File: config.mk
export PLATFORM = sky130hd
export DESIGN_NAME = gcps_log_step
export DESIGN_NICKNAME = d
export VERILOG_FILES = /design/src/rtl/gcps_pkg.sv /design/src/rtl/gcps_log_step.sv
export SDC_FILE = /design/constraint.sdc
export NUM_CORES = 2
export LEC_CHECK = 0
export ABC_AREA = 1
export BUFFER_PORTS_ARGS = -buffer_cell sky130_fd_sc_hd__buf_4
export CORE_MARGIN = 5
export CORE_UTILIZATION = 52
export DETAILED_ROUTE_END_ITERATION = 8
export HOLD_SLACK_MARGIN = 0.1
export PLACE_DENSITY_LB_ADDON = 0.25
export SYNTH_ARGS = -nofsm -noshare
export SYNTH_HDL_FRONTEND = slang
export SYNTH_SLANG_ARGS = --single-unit
File: constraint.sdc
create_clock -name i_clk -period 8.31 [get_ports i_clk]
set_clock_uncertainty 0.15 [all_clocks]
set_input_delay 1.662 -clock i_clk [delete_from_list [all_inputs] [get_ports i_clk]]
set_output_delay 1.662 -clock i_clk [all_outputs]
set_load 0.05 [all_outputs]
File: src/rtl/gcps_pkg.sv
`default_nettype none
// ----------------------------------------------------------------------------
// gcps_pkg
// Shared widths, register map and constant tables of the gamma curve sampler.
// ----------------------------------------------------------------------------
package gcps_pkg;

    localparam int IDX_W  = 11;   // sample index and step count
    localparam int CRD_W  = 17;   // Q1.16 coordinates
    localparam int GAM_W  = 16;   // Q8.8 exponent
    localparam int FRAC_W = 16;   // fraction bits of log and exp
    localparam int MANT_W = 31;   // Q1.30 mantissa
    localparam int REM_W  = 28;   // dividend of the x interpolation
    localparam int DEN_W  = 27;   // shifted divisor
    localparam int LOG_W  = 20;   // log difference, Q4.16
    localparam int MAX_STEPS = 1024;

    localparam int ADDR_W = 5;
    localparam logic [2:0] REG_START_X   = 3'd0;
    localparam logic [2:0] REG_START_Y   = 3'd1;
    localparam logic [2:0] REG_END_X     = 3'd2;
    localparam logic [2:0] REG_END_Y     = 3'd3;
    localparam logic [2:0] REG_GAMMA     = 3'd4;
    localparam logic [2:0] REG_NUM_STEPS = 3'd5;

    typedef struct packed {
        logic               zero;
        logic               clamped;
        logic [IDX_W-1:0]   j;
        logic [IDX_W-1:0]   n;
        logic [3:0]         bn;
        logic [3:0]         bj;
        logic [CRD_W-1:0]   x;
        logic               big;
        logic [4:0]         k;
        logic [FRAC_W-1:0]  f;
        logic [CRD_W-1:0]   p;
    } t_meta;

    function automatic logic [63:0] isqrt64(input logic [63:0] x);
        logic [63:0] v;
        logic [63:0] r;
        logic [63:0] b;
        v = x;
        r = '0;
        b = 64'h4000_0000_0000_0000;
        for (int i = 0; i < 32; i++) begin
            if (v >= r + b) begin
                v = v - (r + b);
                r = (r >> 1) + b;
            end else begin
                r = r >> 1;
            end
            b = b >> 2;
        end
        return r;
    endfunction

    // c_i = 2^(-2^-i) in Q1.30, i = 1..16, packed with c_1 at the bottom
    function automatic logic [16*MANT_W-1:0] calc_exp_coefs();
        logic [16*MANT_W-1:0] t;
        logic [63:0]          c;
        t = '0;
        c = isqrt64(64'd1 << 59);
        for (int i = 0; i < 16; i++) begin
            t[i*MANT_W +: MANT_W] = c[MANT_W-1:0];
            c = isqrt64(c << 30);
        end
        return t;
    endfunction

    localparam logic [16*MANT_W-1:0] EXP_COEFS = calc_exp_coefs();

    function automatic logic [3:0] lead_pos(input logic [IDX_W-1:0] v);
        logic [3:0] lp;
        lp = '0;
        for (int i = 0; i < IDX_W; i++) begin
            if (v[i]) lp = 4'(i);
        end
        return lp;
    endfunction

endpackage
`default_nettype wire

File: src/rtl/gcps_log_step.sv
`default_nettype none
// ----------------------------------------------------------------------------
// gcps_log_step
// One squaring step of the log2 fraction: yields one fraction bit per stage.
// ----------------------------------------------------------------------------
module gcps_log_step
    import gcps_pkg::*;
(
    input  wire logic              i_clk,
    input  wire logic              i_en,
    input  wire logic [MANT_W-1:0] i_mant,
    input  wire logic [FRAC_W-1:0] i_frac,
    output logic      [MANT_W-1:0] o_mant,
    output logic      [FRAC_W-1:0] o_frac
);

    logic [MANT_W-1:0] r_mant, n_mant;
    logic [FRAC_W-1:0] r_frac, n_frac;
    logic [61:0]       sq;
    logic [31:0]       t;

    always_comb begin
        sq = 62'(i_mant) * 62'(i_mant);
        t  = sq[61:30];
        if (t[31]) begin
            n_mant = t[31:1];
            n_frac = {i_frac[FRAC_W-2:0], 1'b1};
        end else begin
            n_mant = t[MANT_W-1:0];
            n_frac = {i_frac[FRAC_W-2:0], 1'b0};
        end
    end

    always_ff @(posedge i_clk) begin
        if (i_en) begin
            r_mant <= n_mant;
            r_frac <= n_frac;
        end
    end

    assign o_mant = r_mant;
    assign o_frac = r_frac;

endmodule
`default_nettype wire

==> results.json <==
{
  "drt-pass1-iter-count": 6,
  "ys_ff_latch": 47,
  "syn_inst": 3899,
  "diodes": 0,
  "endpoint_kind": "flop",
  "port_buffers": 94,
  "ys_top_cells_by_area": "fa_1, inv_1, nand2_1",
  "num_rows": 89,
  "async_flop_share_pct": 0,
  "cp-start-kind": "primary input",
  "cts_buffer_depth": 2,
  "grt_pass1_wl_um": 125000,
  "max_cap_viol_count": 0,
  "yosys_warnings": 0,
  "track_usage_pct": 23.9,
  "drc": 0,
  "synth_top_area_share_pct": 48.3,
  "die-area_um2": 64600,
  "cp_common_cell": "nand2_1",
  "worstSetupPathType": "primary input to flop",
  "routed-via-count": 23400,
  "final_cell_area_um2": 35200,
  "synth_fp_nets": 4964,
  "io_pins": 96,
  "synth_top_cell_by_area": "fa_1",
  "die_h_um": 254,
  "status": "complete, no violations",
  "grt_pass1_vias": 25400,
  "antenna_left": 0,
  "htreeDepth": 2,
  "place.detailed.hpwl_um": 65900,
  "grt-ovfl-total": 0,
  "worst_slew_pin_slew_ps": 583,
  "cts_tree": "yes",
  "crit_fanout": 13,
  "setup_viol": 0,
  "cpPeakStageDelay_ps": 600,
  "drive_above_1_share_pct": 11.8,
  "fin_crit_sh_pct": 97.6,
  "routedWlPerCell_um": 14.8,
  "synth_edf_count": 47,
  "gp_congestion": 0.945,
  "fin_crit_ps": 8110,
  "ys_top_cells_by_count": "inv_1, nand2_1, fa_1, ha_1, nor2_1",
  "numCtsBuffers": 5,
  "critPathRequiredTime_ps": 8200,
  "yosysMostFrequentCell": "inv_1",
  "dpl_cell_area_um2": 34500,
  "critPathArrivalTime_ps": 7990,
  "report.final.slew_viol_count": 0,
  "cp_slowest_cell": "fa_2",
  "n_fill_cell": 5405,
  "antenna_found_initial": 0,
  "postCtsHoldBufs": 0,
  "synth-main-ff-cell": "edfxtp_1",
  "nNetsFinal": 5254,
  "synthToLayoutAreaGrowth_pct": 13.5,
  "core_um2": 59000,
  "post-route-util_pct": 59.6,
  "max-slew-margin-rel_pct": 61.1,
  "netlist_area_um2": 31000,
  "ys_seq_area_share_pct": 4.55,
  "drt_iter0_drc": 1107,
  "synth.distinct_cells": 35,
  "dieWidth_um": 254,
  "fmax_mhz": 123,
  "hold_viol": 0,
  "cts_sinks": 47,
  "grt_max_degree": 48,
  "postSynthAreaPerCell_um2": 7.95,
  "finalWirelength_um": 73400,
  "hold_path.class": "primary input to flop",
  "viasPerCell": 4.71,
  "cts-root-buf": "clkbuf_16",
  "start_util_pct": 52.5,
  "clk_pin_slew_ps": 60
}
per-layer routing:
metal / wire [um] / vias up / part of all wire (%) / GRT usage [%]
met2: 36700 / 445 / 50 / 42.1
li1: - / 11500 / - / -
met1: 31800 / 11400 / 43 / 32.6
met4: 2040 / 0 / 2.8 / 5.23
met3: 2890 / 112 / 3.9 / 2.37
met5: 0 / - / 0 / 0
worst max-delay path, delay by kind of cell:
family                     cells  cell delay (ps)
buffers and inverters          7              720
adders and majority gates      9             4400
AOI/OAI and AO/OA              1              170
and+or+nand+nor               13             1040
final timing paths:
kind	startpoint	endpoint	slack (ps)	depth (start not counted)
worst max-delay path	i_mant[8]	o_mant[29]$_DFFE_PP_	200	30
worst min-delay path	i_frac[3]	o_frac[4]$_DFFE_PP_	1400	1
sequential cells by signal (all words and copies together) (netlist names):
name    flops
o_mant     31
o_frac     16
placed cells by master, fill, tap and decap left out, types with 21 or more instances in the layout:
cell	count
edfxtp_1	47
a21oi_1	44
nand2_2	26
nand3_1	68
nor2_1	87
nand2_1	1026
ha_1	261
buf_6	24
inv_1	1329
buf_4	340
fa_1	739
xor2_1	21
nor2_2	25
area by class of cell:
| cell class | instances | area [um2] | area share [%] |
|---|---|---|---|
| flip-flops and latches | 47 | 1410 | 4.01 |
| clock inverters | 3 | 15.0 | 0.0427 |
| repair buffers | 384 | 3200 | 9.11 |
| inverters | 1334 | 5010 | 14.2 |
| clock buffers | 5 | 125 | 0.356 |
| well taps | 773 | 967 | 2.75 |
| multi-input cells | 2417 | 24400 | 69.5 |
timing repair:
action,CTS,global route
resized for setup,0,121
setup buffers,0,2
endpoints found under the setup margin,0,32
logic make-up (layout without fill, tap and decap cells):
| logic type | count (synthesis) | count (layout) | share of synthesized area (%) |
|---|---|---|---|
| DFF | 47 | 47 | 4.55 |
| adders and majority gates | 1016 | 1016 | 59.1 |
| and+or+nand+nor | 1279 | 1279 | 16.3 |
| xor gates and xnor gates | 31 | 31 | 0.876 |
| AOI/OAI and AO/OA | 91 | 91 | 1.65 |
| buffers and inverters | 1435 | 1726 | 17.5 |
through the flow:
stage | hold slack (ps) | setup WS [ps] | setup TNS [ps] | instances
floorplan | 1610 | 8.35 | 0 | 3899
global placement | 1690 | -167 | -4240 | 4950
detailed placement | 1690 | -209 | -5890 | 4950
CTS | 1390 | 67.9 | 0 | 4958
global route | 1380 | -44.3 | -515 | 4963
finish | 1400 | 203 | 0 | 4963
Power is left out: the tool's default activity adds up to more than one toggle a clock period on the data nets, which glitch-free logic cannot reach.
