**src/rtl/gcps_pkg.sv**
```systemverilog
`default_nettype none
// ----------------------------------------------------------------------------
// gcps_pkg
// Shared widths, register map and constant tables of the gamma curve sampler.
// ----------------------------------------------------------------------------
package gcps_pkg;

    localparam int IDX_W  = 11;   // sample index and step count
    localparam int CRD_W  = 17;   // Q1.16 coordinates
    localparam int GAM_W  = 16;   // Q8.8 exponent
    localparam int FRAC_W = 16;   // fraction bits of log and exp
    localparam int MANT_W = 31;   // Q1.30 mantissa
    localparam int REM_W  = 28;   // dividend of the x interpolation
    localparam int DEN_W  = 27;   // shifted divisor
    localparam int LOG_W  = 20;   // log difference, Q4.16
    localparam int MAX_STEPS = 1024;

    localparam int ADDR_W = 5;
    localparam logic [2:0] REG_START_X   = 3'd0;
    localparam logic [2:0] REG_START_Y   = 3'd1;
    localparam logic [2:0] REG_END_X     = 3'd2;
    localparam logic [2:0] REG_END_Y     = 3'd3;
    localparam logic [2:0] REG_GAMMA     = 3'd4;
    localparam logic [2:0] REG_NUM_STEPS = 3'd5;

    typedef struct packed {
        logic               zero;
        logic               clamped;
        logic [IDX_W-1:0]   j;
        logic [IDX_W-1:0]   n;
        logic [3:0]         bn;
        logic [3:0]         bj;
        logic [CRD_W-1:0]   x;
        logic               big;
        logic [4:0]         k;
        logic [FRAC_W-1:0]  f;
        logic [CRD_W-1:0]   p;
    } t_meta;

    function automatic logic [63:0] isqrt64(input logic [63:0] x);
        logic [63:0] v;
        logic [63:0] r;
        logic [63:0] b;
        v = x;
        r = '0;
        b = 64'h4000_0000_0000_0000;
        for (int i = 0; i < 32; i++) begin
            if (v >= r + b) begin
                v = v - (r + b);
                r = (r >> 1) + b;
            end else begin
                r = r >> 1;
            end
            b = b >> 2;
        end
        return r;
    endfunction

    // c_i = 2^(-2^-i) in Q1.30, i = 1..16, packed with c_1 at the bottom
    function automatic logic [16*MANT_W-1:0] calc_exp_coefs();
        logic [16*MANT_W-1:0] t;
        logic [63:0]          c;
        t = '0;
        c = isqrt64(64'd1 << 59);
        for (int i = 0; i < 16; i++) begin
            t[i*MANT_W +: MANT_W] = c[MANT_W-1:0];
            c = isqrt64(c << 30);
        end
        return t;
    endfunction

    localparam logic [16*MANT_W-1:0] EXP_COEFS = calc_exp_coefs();

    function automatic logic [3:0] lead_pos(input logic [IDX_W-1:0] v);
        logic [3:0] lp;
        lp = '0;
        for (int i = 0; i < IDX_W; i++) begin
            if (v[i]) lp = 4'(i);
        end
        return lp;
    endfunction

endpackage
`default_nettype wire

```
**src/rtl/gcps_exp_step.sv**
```systemverilog
`default_nettype none
// ----------------------------------------------------------------------------
// gcps_exp_step
// One step of 2^-f: multiplies by a root-of-two coefficient when the bit is set.
// ----------------------------------------------------------------------------
module gcps_exp_step
    import gcps_pkg::*;
(
    input  wire logic              i_clk,
    input  wire logic              i_en,
    input  wire logic              i_bit,
    input  wire logic [MANT_W-1:0] i_coef,
    input  wire logic [MANT_W-1:0] i_mant,
    output logic      [MANT_W-1:0] o_mant
);

    logic [MANT_W-1:0] r_mant;
    logic [61:0]       prod;

    assign prod = 62'(i_mant) * 62'(i_coef);

    always_ff @(posedge i_clk) begin
        if (i_en) begin
            r_mant <= i_bit ? prod[60:30] : i_mant;
        end
    end

    assign o_mant = r_mant;

endmodule
`default_nettype wire

```
**config.mk**
```make
export PLATFORM = sky130hd
export DESIGN_NAME = gcps_exp_step
export DESIGN_NICKNAME = d
export VERILOG_FILES = /design/src/rtl/gcps_pkg.sv /design/src/rtl/gcps_exp_step.sv
export SDC_FILE = /design/constraint.sdc
export NUM_CORES = 2
export LEC_CHECK = 0
export BUFFER_PORTS_ARGS = -buffer_cell sky130_fd_sc_hd__buf_2
export CAP_MARGIN = 15
export CORE_MARGIN = 2
export CORE_UTILIZATION = 45
export CTS_BUF_LIST = sky130_fd_sc_hd__clkbuf_4
export DETAILED_ROUTE_END_ITERATION = 10
export PLACE_DENSITY = 0.71
export RECOVER_POWER = 25
export REMOVE_ABC_BUFFERS = 1
export SLEW_MARGIN = 5
export SYNTH_ARGS = -nofsm -noshare
export SYNTH_HDL_FRONTEND = slang
export SYNTH_SLANG_ARGS = --single-unit
```
**constraint.sdc**
```tcl
create_clock -name i_clk -period 10.45 [get_ports i_clk]
set_input_delay 0.5225 -clock i_clk [delete_from_list [all_inputs] [get_ports i_clk]]
set_output_delay 0.5225 -clock i_clk [all_outputs]
set_load 0.02 [all_outputs]
```
==> metrics.md <==
| Metric | Value |
|---|---|
| Status | `finished, violations left` |
| Failing checks | `capacitance limit, slew limit` |
| Setup crit start kind | `primary input` |
| Worst Path Class, Setup | `primary input to register` |
| Register area | `around 930 um2` |
| Setup TNS | `0 ps` |
| Gate Count Post-Synth | `roughly 3,500` |
| Synth warnings | `0` |
| Total Nets Final | `4,513` |
| Unrepaired setup endpoints after global routing | `false` |
| Via count | `23,192` |
| Largest net degree at the start of global routing | `43` |
| Root Buffer | `clkbuf_4` |
| Post-CTS Setup Bufs | `0` |
| Crit Path Max Fanout | `22` |
| # port buffers | `95` |
| Post-synth EDFFs | `31` |
| Core ar. | `between 0.07 and 0.08 mm2` |
| Horiz. Die Dim | `roughly 270 um` |
| Final GP Congestion | `between 0.9 and 1` |
| Via-per-instance ratio | `5.382` |
| Layout cells sized above 1 | `just under 5%` |
| Max stage delay on crit path | `~560 ps` |
| Sink Count | `31` |
| Final worst path period need | `slightly above 8000 ps` |
| HPWL after DPL | `66,950 um` |
| DRC violations left | `0` |
| Fmax | `approximately 120 MHz` |
| Final hold vios | `0` |
| CP max-delay cell | `fa_1` |
| Wire length of the first global-routing pass | `around 140,000 um` |
| Number of global-route vias before repair | `roughly 25,000` |
| TritonCTS clock tree | `built` |
| Num ports | `96` |
| Clk slew on worst S/H paths | `~130 ps` |
| HP Class | `primary input to register` |
| Max FFs per register | `31` |
| Max cap viols | `1` |
| Required time of the critical path | `between 10,000 and 15,000 ps` |
| Syn Area/Cell | `slightly above 9 um2` |
| H-tree depth | `2` |
| Initial DRC Count | `between 1,500 and 2,000` |
| #FFs+latches synth | `31` |
| Drt total wl | `~86,000 um` |
| # fillers | `between 6,000 and 7,000` |
| # rows | `97` |
| Die Area | `0.07322 mm2` |
| Die H | `roughly 270 um` |
| Post-route clock period utilization | `just under 80%` |
| Commonest non-fill, non-tap cells in the layout | `fa_1 (835), inv_1 (775), nand2_1 (508), and2_1 (498), ha_1 (246)` |
| Final Util | `between 40% and 50%` |
| Inserted Clock Buffers | `5` |
| All-Layer GR Usage | `about a quarter` |
| Least-Margin Pin Slew | `2178 ps` |
| Bufs on Longest Clock Path | `2` |
| Sequential share of the synthesized area | `2.910%` |
| GRT overflow | `0` |
| Commonest non-fill, non-tap cell in the layout | `fa_1` |
| CP Cell Sequence | `buf_2 -> buf_4 -> nand2_1 -> fa_1 -> inv_1 -> fa_1 -> inv_1 -> fa_1 -> inv_1 -> fa_1 -> fa_1 -> fa_1 -> fa_1 -> fa_1 -> ha_1 -> nand4_1 -> nor3_1 -> o211ai_1 -> a211oi_1 -> nor4_2 -> o21ai_1 -> a21oi_2 -> xnor2_1 -> mux2_2` |
| WL per Instance | `19.99 um` |
| Slew Limit Fails | `32` |
| Crit end category | `register` |
| Starting density of the core | `45.59%` |
| Synth unique cells | `70` |
| Main synth FF type | `edfxtp_1` |
| CTS Hold Bufs | `0` |
| Slew headroom | `-45.22%` |
| Multi-input gate area | `between 0.02 and 0.03 mm2` |
| Initial antenna violation count | `6` |
| Post-place setup slack | `slightly above 2000 ps` |
| PnR worst setup slack | `around 2400 ps` |
| Initial DRT Pass Iterations | `6` |
| DRT antenna net count | `0` |
| CP dominant cell by count | `fa_1` |
| Async SR Flop Fraction | `0%` |
| # setup viols final | `0` |
| CTS resizes | `0` |
| Layout area overhead | `3.294%` |
| CP Data Arrival Time | `a little over 8000 ps` |
| Cell area after synthesis | `0.03198 mm2` |
==> worst max-delay path, delay by kind of cell <==
kind | cells | cell delay (ps)
XOR/XNOR | 1 | 130
AO/OA/AOI/OAI | 4 | 1130
AND/OR/NAND/NOR | 4 | 740
adder cells (fa/ha/maj) | 9 | 4440
buffers and inverters | 5 | 970
multiplexers | 1 | 260
==> final cells by class <==
cell class / instances / share of cell area, %
multi-input cells: 2445 / 82.81
flip-flops and latches: 31 / 2.818
well taps: 940 / 3.560
clock buffers: 5 / 0.1136
clock inverters: 3 / 0.1326
diodes: 1 / 0.007574
repair buffers: 109 / 1.753
inverters: 775 / 8.805
==> worst paths after layout <==
path                  start    endpoint  slack [ps]  cells past startpoint
setup / recovery  i_mant[7]  o_mant[26]        2400                     24
hold / removal    i_mant[0]   o_mant[0]         790                      3
==> per-layer routing <==
metal | up-vias | global-route usage (%) | wire length [um]
li1 | 9905 | - | -
met1 | 12066 | 33.13 | 35620
met2 | 1005 | 40.43 | 40350
met3 | 212 | 5.103 | 7145
met4 | 4 | 7.110 | 2976
met5 | - | 0 | 33
==> synth_stat cells, drive strengths merged (9+ instances only) <==
| library cell | instances | area share, % |
|---|---|---|
| nor3 | 9 | 0.14 |
| edfxtp | 31 | 2.9 |
| xor2 | 13 | 0.36 |
| o21ai | 34 | 0.54 |
| clkbuf | 205 | 2.4 |
| mux2 | 26 | 0.92 |
| inv | 775 | 9.1 |
| nand2 | 508 | 6.0 |
| nand3 | 19 | 0.30 |
| ha | 246 | 9.6 |
| nand4 | 17 | 0.33 |
| and2 | 498 | 9.7 |
| nor2 | 27 | 0.34 |
| a21o | 37 | 0.87 |
| xnor2 | 23 | 0.63 |
| a21oi | 66 | 1.1 |
| fa | 835 | 52 |
==> cells by family after synthesis <==
| group | Yosys count | share of synthesized area, % |
|---|---|---|
| AND/OR/NAND/NOR | 1106 | 17.52 |
| adder cells (fa/ha/maj) | 1081 | 61.89 |
| buffers and inverters | 983 | 11.55 |
| AO/OA/AOI/OAI | 193 | 4.139 |
| XOR/XNOR | 36 | 0.9858 |
| flip-flops | 31 | 2.910 |
| multiplexers | 29 | 1.009 |
==> stage by stage <==
step / hold WS (ps) / instance area, um2 / cells
after floorplan: 635.0 / 31200 / 3251
after global placement: 964.9 / 32960 / 4300
after detailed placement: 964.1 / 32960 / 4300
after CTS: 746.3 / 33040 / 4308
after global routing: 801.9 / 33040 / 4309
final: 788.5 / 33040 / 4309
Power is not shown: default switching activity piles up to over one toggle a cycle in this logic, so the estimate is an artifact.
