<file path="config.mk">
export PLATFORM = sky130hd
export DESIGN_NAME = gcps_div_step
export DESIGN_NICKNAME = d
export VERILOG_FILES = /design/src/rtl/gcps_pkg.sv /design/src/rtl/gcps_div_step.sv
export SDC_FILE = /design/constraint.sdc
export NUM_CORES = 1
export LEC_CHECK = 0
export ABC_AREA = 1
export BUFFER_PORTS_ARGS = -buffer_cell sky130_fd_sc_hd__buf_4
export CAP_MARGIN = 10
export CORE_MARGIN = 10
export CORE_UTILIZATION = 45
export CTS_BUF_LIST = sky130_fd_sc_hd__clkbuf_4 sky130_fd_sc_hd__clkbuf_8
export CTS_CLUSTER_DIAMETER = 80
export DETAILED_ROUTE_END_ITERATION = 10
export GPL_TIMING_DRIVEN = 0
export HOLD_SLACK_MARGIN = 0.08
export PLACE_DENSITY = 0.71
export SKIP_LAST_GASP = 1
export SYNTH_ARGS = -nofsm -noshare
export SYNTH_HDL_FRONTEND = slang
export SYNTH_SLANG_ARGS = --single-unit
</file>
<file path="constraint.sdc">
create_clock -name i_clk -period 3.53 [get_ports i_clk]
set_input_delay 0.1765 -clock i_clk [delete_from_list [all_inputs] [get_ports i_clk]]
set_output_delay 0.1765 -clock i_clk [all_outputs]
set_load 0.02 [all_outputs]
</file>
<file path="src/rtl/gcps_pkg.sv">
`default_nettype none
// ----------------------------------------------------------------------------
// gcps_pkg
// Shared widths, register map and constant tables of the gamma curve sampler.
// ----------------------------------------------------------------------------
package gcps_pkg;

    localparam int IDX_W  = 11;   // sample index and step count
    localparam int CRD_W  = 17;   // Q1.16 coordinates
    localparam int GAM_W  = 16;   // Q8.8 exponent
    localparam int FRAC_W = 16;   // fraction bits of log and exp
    localparam int MANT_W = 31;   // Q1.30 mantissa
    localparam int REM_W  = 28;   // dividend of the x interpolation
    localparam int DEN_W  = 27;   // shifted divisor
    localparam int LOG_W  = 20;   // log difference, Q4.16
    localparam int MAX_STEPS = 1024;

    localparam int ADDR_W = 5;
    localparam logic [2:0] REG_START_X   = 3'd0;
    localparam logic [2:0] REG_START_Y   = 3'd1;
    localparam logic [2:0] REG_END_X     = 3'd2;
    localparam logic [2:0] REG_END_Y     = 3'd3;
    localparam logic [2:0] REG_GAMMA     = 3'd4;
    localparam logic [2:0] REG_NUM_STEPS = 3'd5;

    typedef struct packed {
        logic               zero;
        logic               clamped;
        logic [IDX_W-1:0]   j;
        logic [IDX_W-1:0]   n;
        logic [3:0]         bn;
        logic [3:0]         bj;
        logic [CRD_W-1:0]   x;
        logic               big;
        logic [4:0]         k;
        logic [FRAC_W-1:0]  f;
        logic [CRD_W-1:0]   p;
    } t_meta;

    function automatic logic [63:0] isqrt64(input logic [63:0] x);
        logic [63:0] v;
        logic [63:0] r;
        logic [63:0] b;
        v = x;
        r = '0;
        b = 64'h4000_0000_0000_0000;
        for (int i = 0; i < 32; i++) begin
            if (v >= r + b) begin
                v = v - (r + b);
                r = (r >> 1) + b;
            end else begin
                r = r >> 1;
            end
            b = b >> 2;
        end
        return r;
    endfunction

    // c_i = 2^(-2^-i) in Q1.30, i = 1..16, packed with c_1 at the bottom
    function automatic logic [16*MANT_W-1:0] calc_exp_coefs();
        logic [16*MANT_W-1:0] t;
        logic [63:0]          c;
        t = '0;
        c = isqrt64(64'd1 << 59);
        for (int i = 0; i < 16; i++) begin
            t[i*MANT_W +: MANT_W] = c[MANT_W-1:0];
            c = isqrt64(c << 30);
        end
        return t;
    endfunction

    localparam logic [16*MANT_W-1:0] EXP_COEFS = calc_exp_coefs();

    function automatic logic [3:0] lead_pos(input logic [IDX_W-1:0] v);
        logic [3:0] lp;
        lp = '0;
        for (int i = 0; i < IDX_W; i++) begin
            if (v[i]) lp = 4'(i);
        end
        return lp;
    endfunction

endpackage
`default_nettype wire

</file>
<file path="src/rtl/gcps_div_step.sv">
`default_nettype none
// ----------------------------------------------------------------------------
// gcps_div_step
// One restoring division step: one quotient bit per stage.
// ----------------------------------------------------------------------------
module gcps_div_step
    import gcps_pkg::*;
(
    input  wire logic             i_clk,
    input  wire logic             i_en,
    input  wire logic [REM_W-1:0] i_rem,
    input  wire logic [DEN_W-1:0] i_den,
    input  wire logic [CRD_W-1:0] i_quot,
    output logic      [REM_W-1:0] o_rem,
    output logic      [DEN_W-1:0] o_den,
    output logic      [CRD_W-1:0] o_quot
);

    logic [REM_W-1:0] r_rem, n_rem;
    logic [DEN_W-1:0] r_den;
    logic [CRD_W-1:0] r_quot, n_quot;

    always_comb begin
        if (i_rem >= REM_W'(i_den)) begin
            n_rem  = i_rem - REM_W'(i_den);
            n_quot = {i_quot[CRD_W-2:0], 1'b1};
        end else begin
            n_rem  = i_rem;
            n_quot = {i_quot[CRD_W-2:0], 1'b0};
        end
    end

    always_ff @(posedge i_clk) begin
        if (i_en) begin
            r_rem  <= n_rem;
            r_den  <= i_den >> 1;
            r_quot <= n_quot;
        end
    end

    assign o_rem  = r_rem;
    assign o_den  = r_den;
    assign o_quot = r_quot;

endmodule
`default_nettype wire

</file>
==> results.py <==
metrics = {
    "power_and_ir_drop": {
        "switching_share": 0.328,
        "p_per_area_nw_per_um2": 402,
        "switchingPower_uw": 884,
        "vdd_drop_max_v": 0.000229,
        "p_int_mw": 1.81,
        "p_total_mw": 2.69,
        "pwr-share-clk": 0.284,
        "combPwrFrac": 0.320,
        "power_frac_seq": 0.396,
        "cellLeakagePower_nw": 3.50,
    },
    "cts": {
        "post-cts-setup-buffers": 0,
        "hold_buffers": 42,
        "path_clk_slew_ps": 80,
        "h-tree-depth": 3,
        "clock-sinks": 71,
        "postCtsResizedCells": 0,
        "cts_buffer_depth": 2,
        "tritoncts": "built",
        "cts-root-buf": "clkbuf_8",
        "cts_buffers": 9,
    },
    "floorplan": {
        "die_w_um": 123,
        "start_util": 0.464,
        "die_h_um": 123,
        "dieArea_um2": 15200,
        "io_pins": 146,
        "core_area_um2": 10400,
        "num_rows": 37,
    },
    "logic_synthesis": {
        "syn_avg_cell_area_um2": 7.72,
        "ys_seq_area_frac": 0.443,
        "synthTopCellsByCount": "nand2_1 (241), inv_1 (131), edfxtp_1 (71)",
        "synth.top_cell.area_share": 0.443,
        "yosys.area.top_type": "edfxtp_1",
        "synth_flop_cell": "edfxtp_1",
        "syn-cell-area_um2": 4810,
        "netlist_instances": 623,
        "synth.area.top_cells": "edfxtp_1 (44%), nand2_1 (19%), inv_1 (10%), ha_1 (7.0%), nand3_1 (4.0%)",
        "synth_edf_count": 71,
        "ys.warnings.count": 0,
        "synthDistinctLibCells": 28,
        "yosysMostFrequentCell": "nand2_1",
        "ys_async_sr_fraction": 0,
        "syn_nets": 725,
        "ys_ff_latch": 71,
    },
    "setup_path": {
        "cp-end-kind": "flip-flop",
        "critPathLaunchType": "input port",
        "critPathRequiredTime_ps": 3660,
        "critPathKind": "input port to flip-flop",
        "crit_fanout": 4,
        "arrival_ps": 2610,
        "crit_start": "i_den[5]",
    },
    "detailed_routing": {
        "wl_per_cell_um": 15.7,
        "dr.pass1.iters": 5,
        "vias": 4527,
        "via_per_inst": 4.72,
        "drc": 0,
        "ant_nets": 0,
        "dr.first_iter.drc_count": 378,
        "wirelength_um": 15100,
    },
    "hold_path": {
        "holdPathEnd": "o_rem[25]",
        "hp-start": "i_rem[25]",
        "hold_depth": 3,
        "hp-class": "input port to flip-flop",
    },
    "timing": {
        "period_share": 0.703,
        "whs_ps": 99.4,
        "tns_ps": 0,
        "hold_viol_final": 0,
        "fin_crit_ps": 2480,
        "max_slew_margin": 0.381,
        "grt_setup_unrepaired": "false",
        "finalMaxSlewViolations": 0,
        "worst_pin_slew_ps": 928,
        "max_freq_mhz": 403,
        "setup-violations-final": 0,
    },
    "outcome": {
        "status": "finished clean",
    },
    "placed_design": {
        "placed_area_um2": 6050,
        "routabilityCongestion": 0.852,
        "place_hpwl_um": 11500,
        "portBuffers": 143,
    },
    "run": {
        "maxCapViolations": 0,
    },
    "global_routing": {
        "overflow": 0,
        "grt_pass1_wl_um": 23200,
        "grt_max_degree": 72,
        "antenna_found_initial": 0,
        "gr-usage-all-layers": 0.195,
        "grt_pass1_vias": 4561,
    },
    "finish": {
        "final_design_area_no_fill_um2": 6700,
        "area_delta_synth_final_pct": 39.3,
        "nNetsFinal": 921,
        "diodes": 0,
        "drive_gt1_frac": 0.243,
    },
}
[layer usage]
layer | GRT usage | wire (um)
met2 | 0.340 | 7540
met3 | 0.0406 | 1070
met4 | 0.0640 | 190
met1 | 0.234 | 6260
met5 | 0 | 0
[flip-flops by register name, summed over array words and instances, names as in the netlist]
| register | count |
|---|---|
| o_rem | 28 |
| o_den | 26 |
| o_quot | 17 |
[worst max path at each step]
stage	end	slack (ps)	depth (start not counted)
4_1_cts	o_rem[25]	1130	13
2_1_floorplan	o_rem[11]	1560	14
3_5_place_dp	o_rem[23]	1140	14
3_3_place_gp	o_rem[23]	1190	14
5_1_grt	o_rem[25]	890	13
6_report	o_rem[25]	1050	13
[stage by stage]
step | setup WS [ps] | utilization | std cells
after detailed placement | 1140 | 0.584 | 902
final | 1050 | 0.646 | 960
after floorplan | 1560 | - | 623
after global routing | 889 | 0.646 | 960
after global placement | 1190 | 0.584 | 902
after CTS | 1130 | 0.646 | 960
[power groups by stage]
| stage | Clock (mW) | Combinational [mW] | Sequential [mW] |
|---|---|---|---|
| after CTS | 0.769 | 0.863 | 1.07 |
| after detailed placement | 0 | 0.822 | 1.08 |
| after global placement | 0 | 0.811 | 1.08 |
| after global routing | 0.803 | 0.946 | 1.07 |
| after floorplan | 0 | 0.369 | 1.20 |
| final | 0.763 | 0.862 | 1.07 |
[area by class of cell]
cell class | count | area (um^2)
Clock buffer | 10 | 131
Multi-Input combinational cell | 410 | 2100
Fill cell | 914 | 3670
Clock inverter | 6 | 92.6
Timing Repair Buffer | 185 | 1490
Sequential cell | 71 | 2130
Inverter | 136 | 510
Buffer | 6 | 63.8
Tap cell | 136 | 170
[critical path, cell delays in order]
cell and delay, ps:
dlygate4sd3_1 540, buf_4 110, inv_1 30, ha_1 340, nand2_1 110, nor2_1 410, nand3_1 130, nand3_1 340
nand2_1 150, nand3_1 100, nand2_1 50, nand3_1 60, nand2_1 50
[cell usage in the layout (no fill, tap or decap), types with 2 or more instances in the layout]
cell,count
buf_6,3
edfxtp_1,71
nand3_2,3
inv_2,5
a21oi_1,14
xnor2_1,11
nand2_1,241
dlygate4sd3_1,42
o21ai_2,14
inv_6,2
nand3b_1,3
clkinvlp_4,2
xor2_1,3
nand4_1,5
nand2_2,6
buf_4,145
nor2_2,3
inv_1,131
ha_1,27
bufinv_16,2
clkbuf_8,9
nor2_1,33
nand3_1,38
[cell families after synthesis]
kind of cell               synth area share
and+or+nand+nor                       0.294
buffers and inverters                 0.119
DFF                                   0.443
AOI/OAI and AO/OA                    0.0429
adders and majority gates            0.0744
xor gates and xnor gates             0.0255
other                              0.000780
Power figures use the tool's default switching activity.
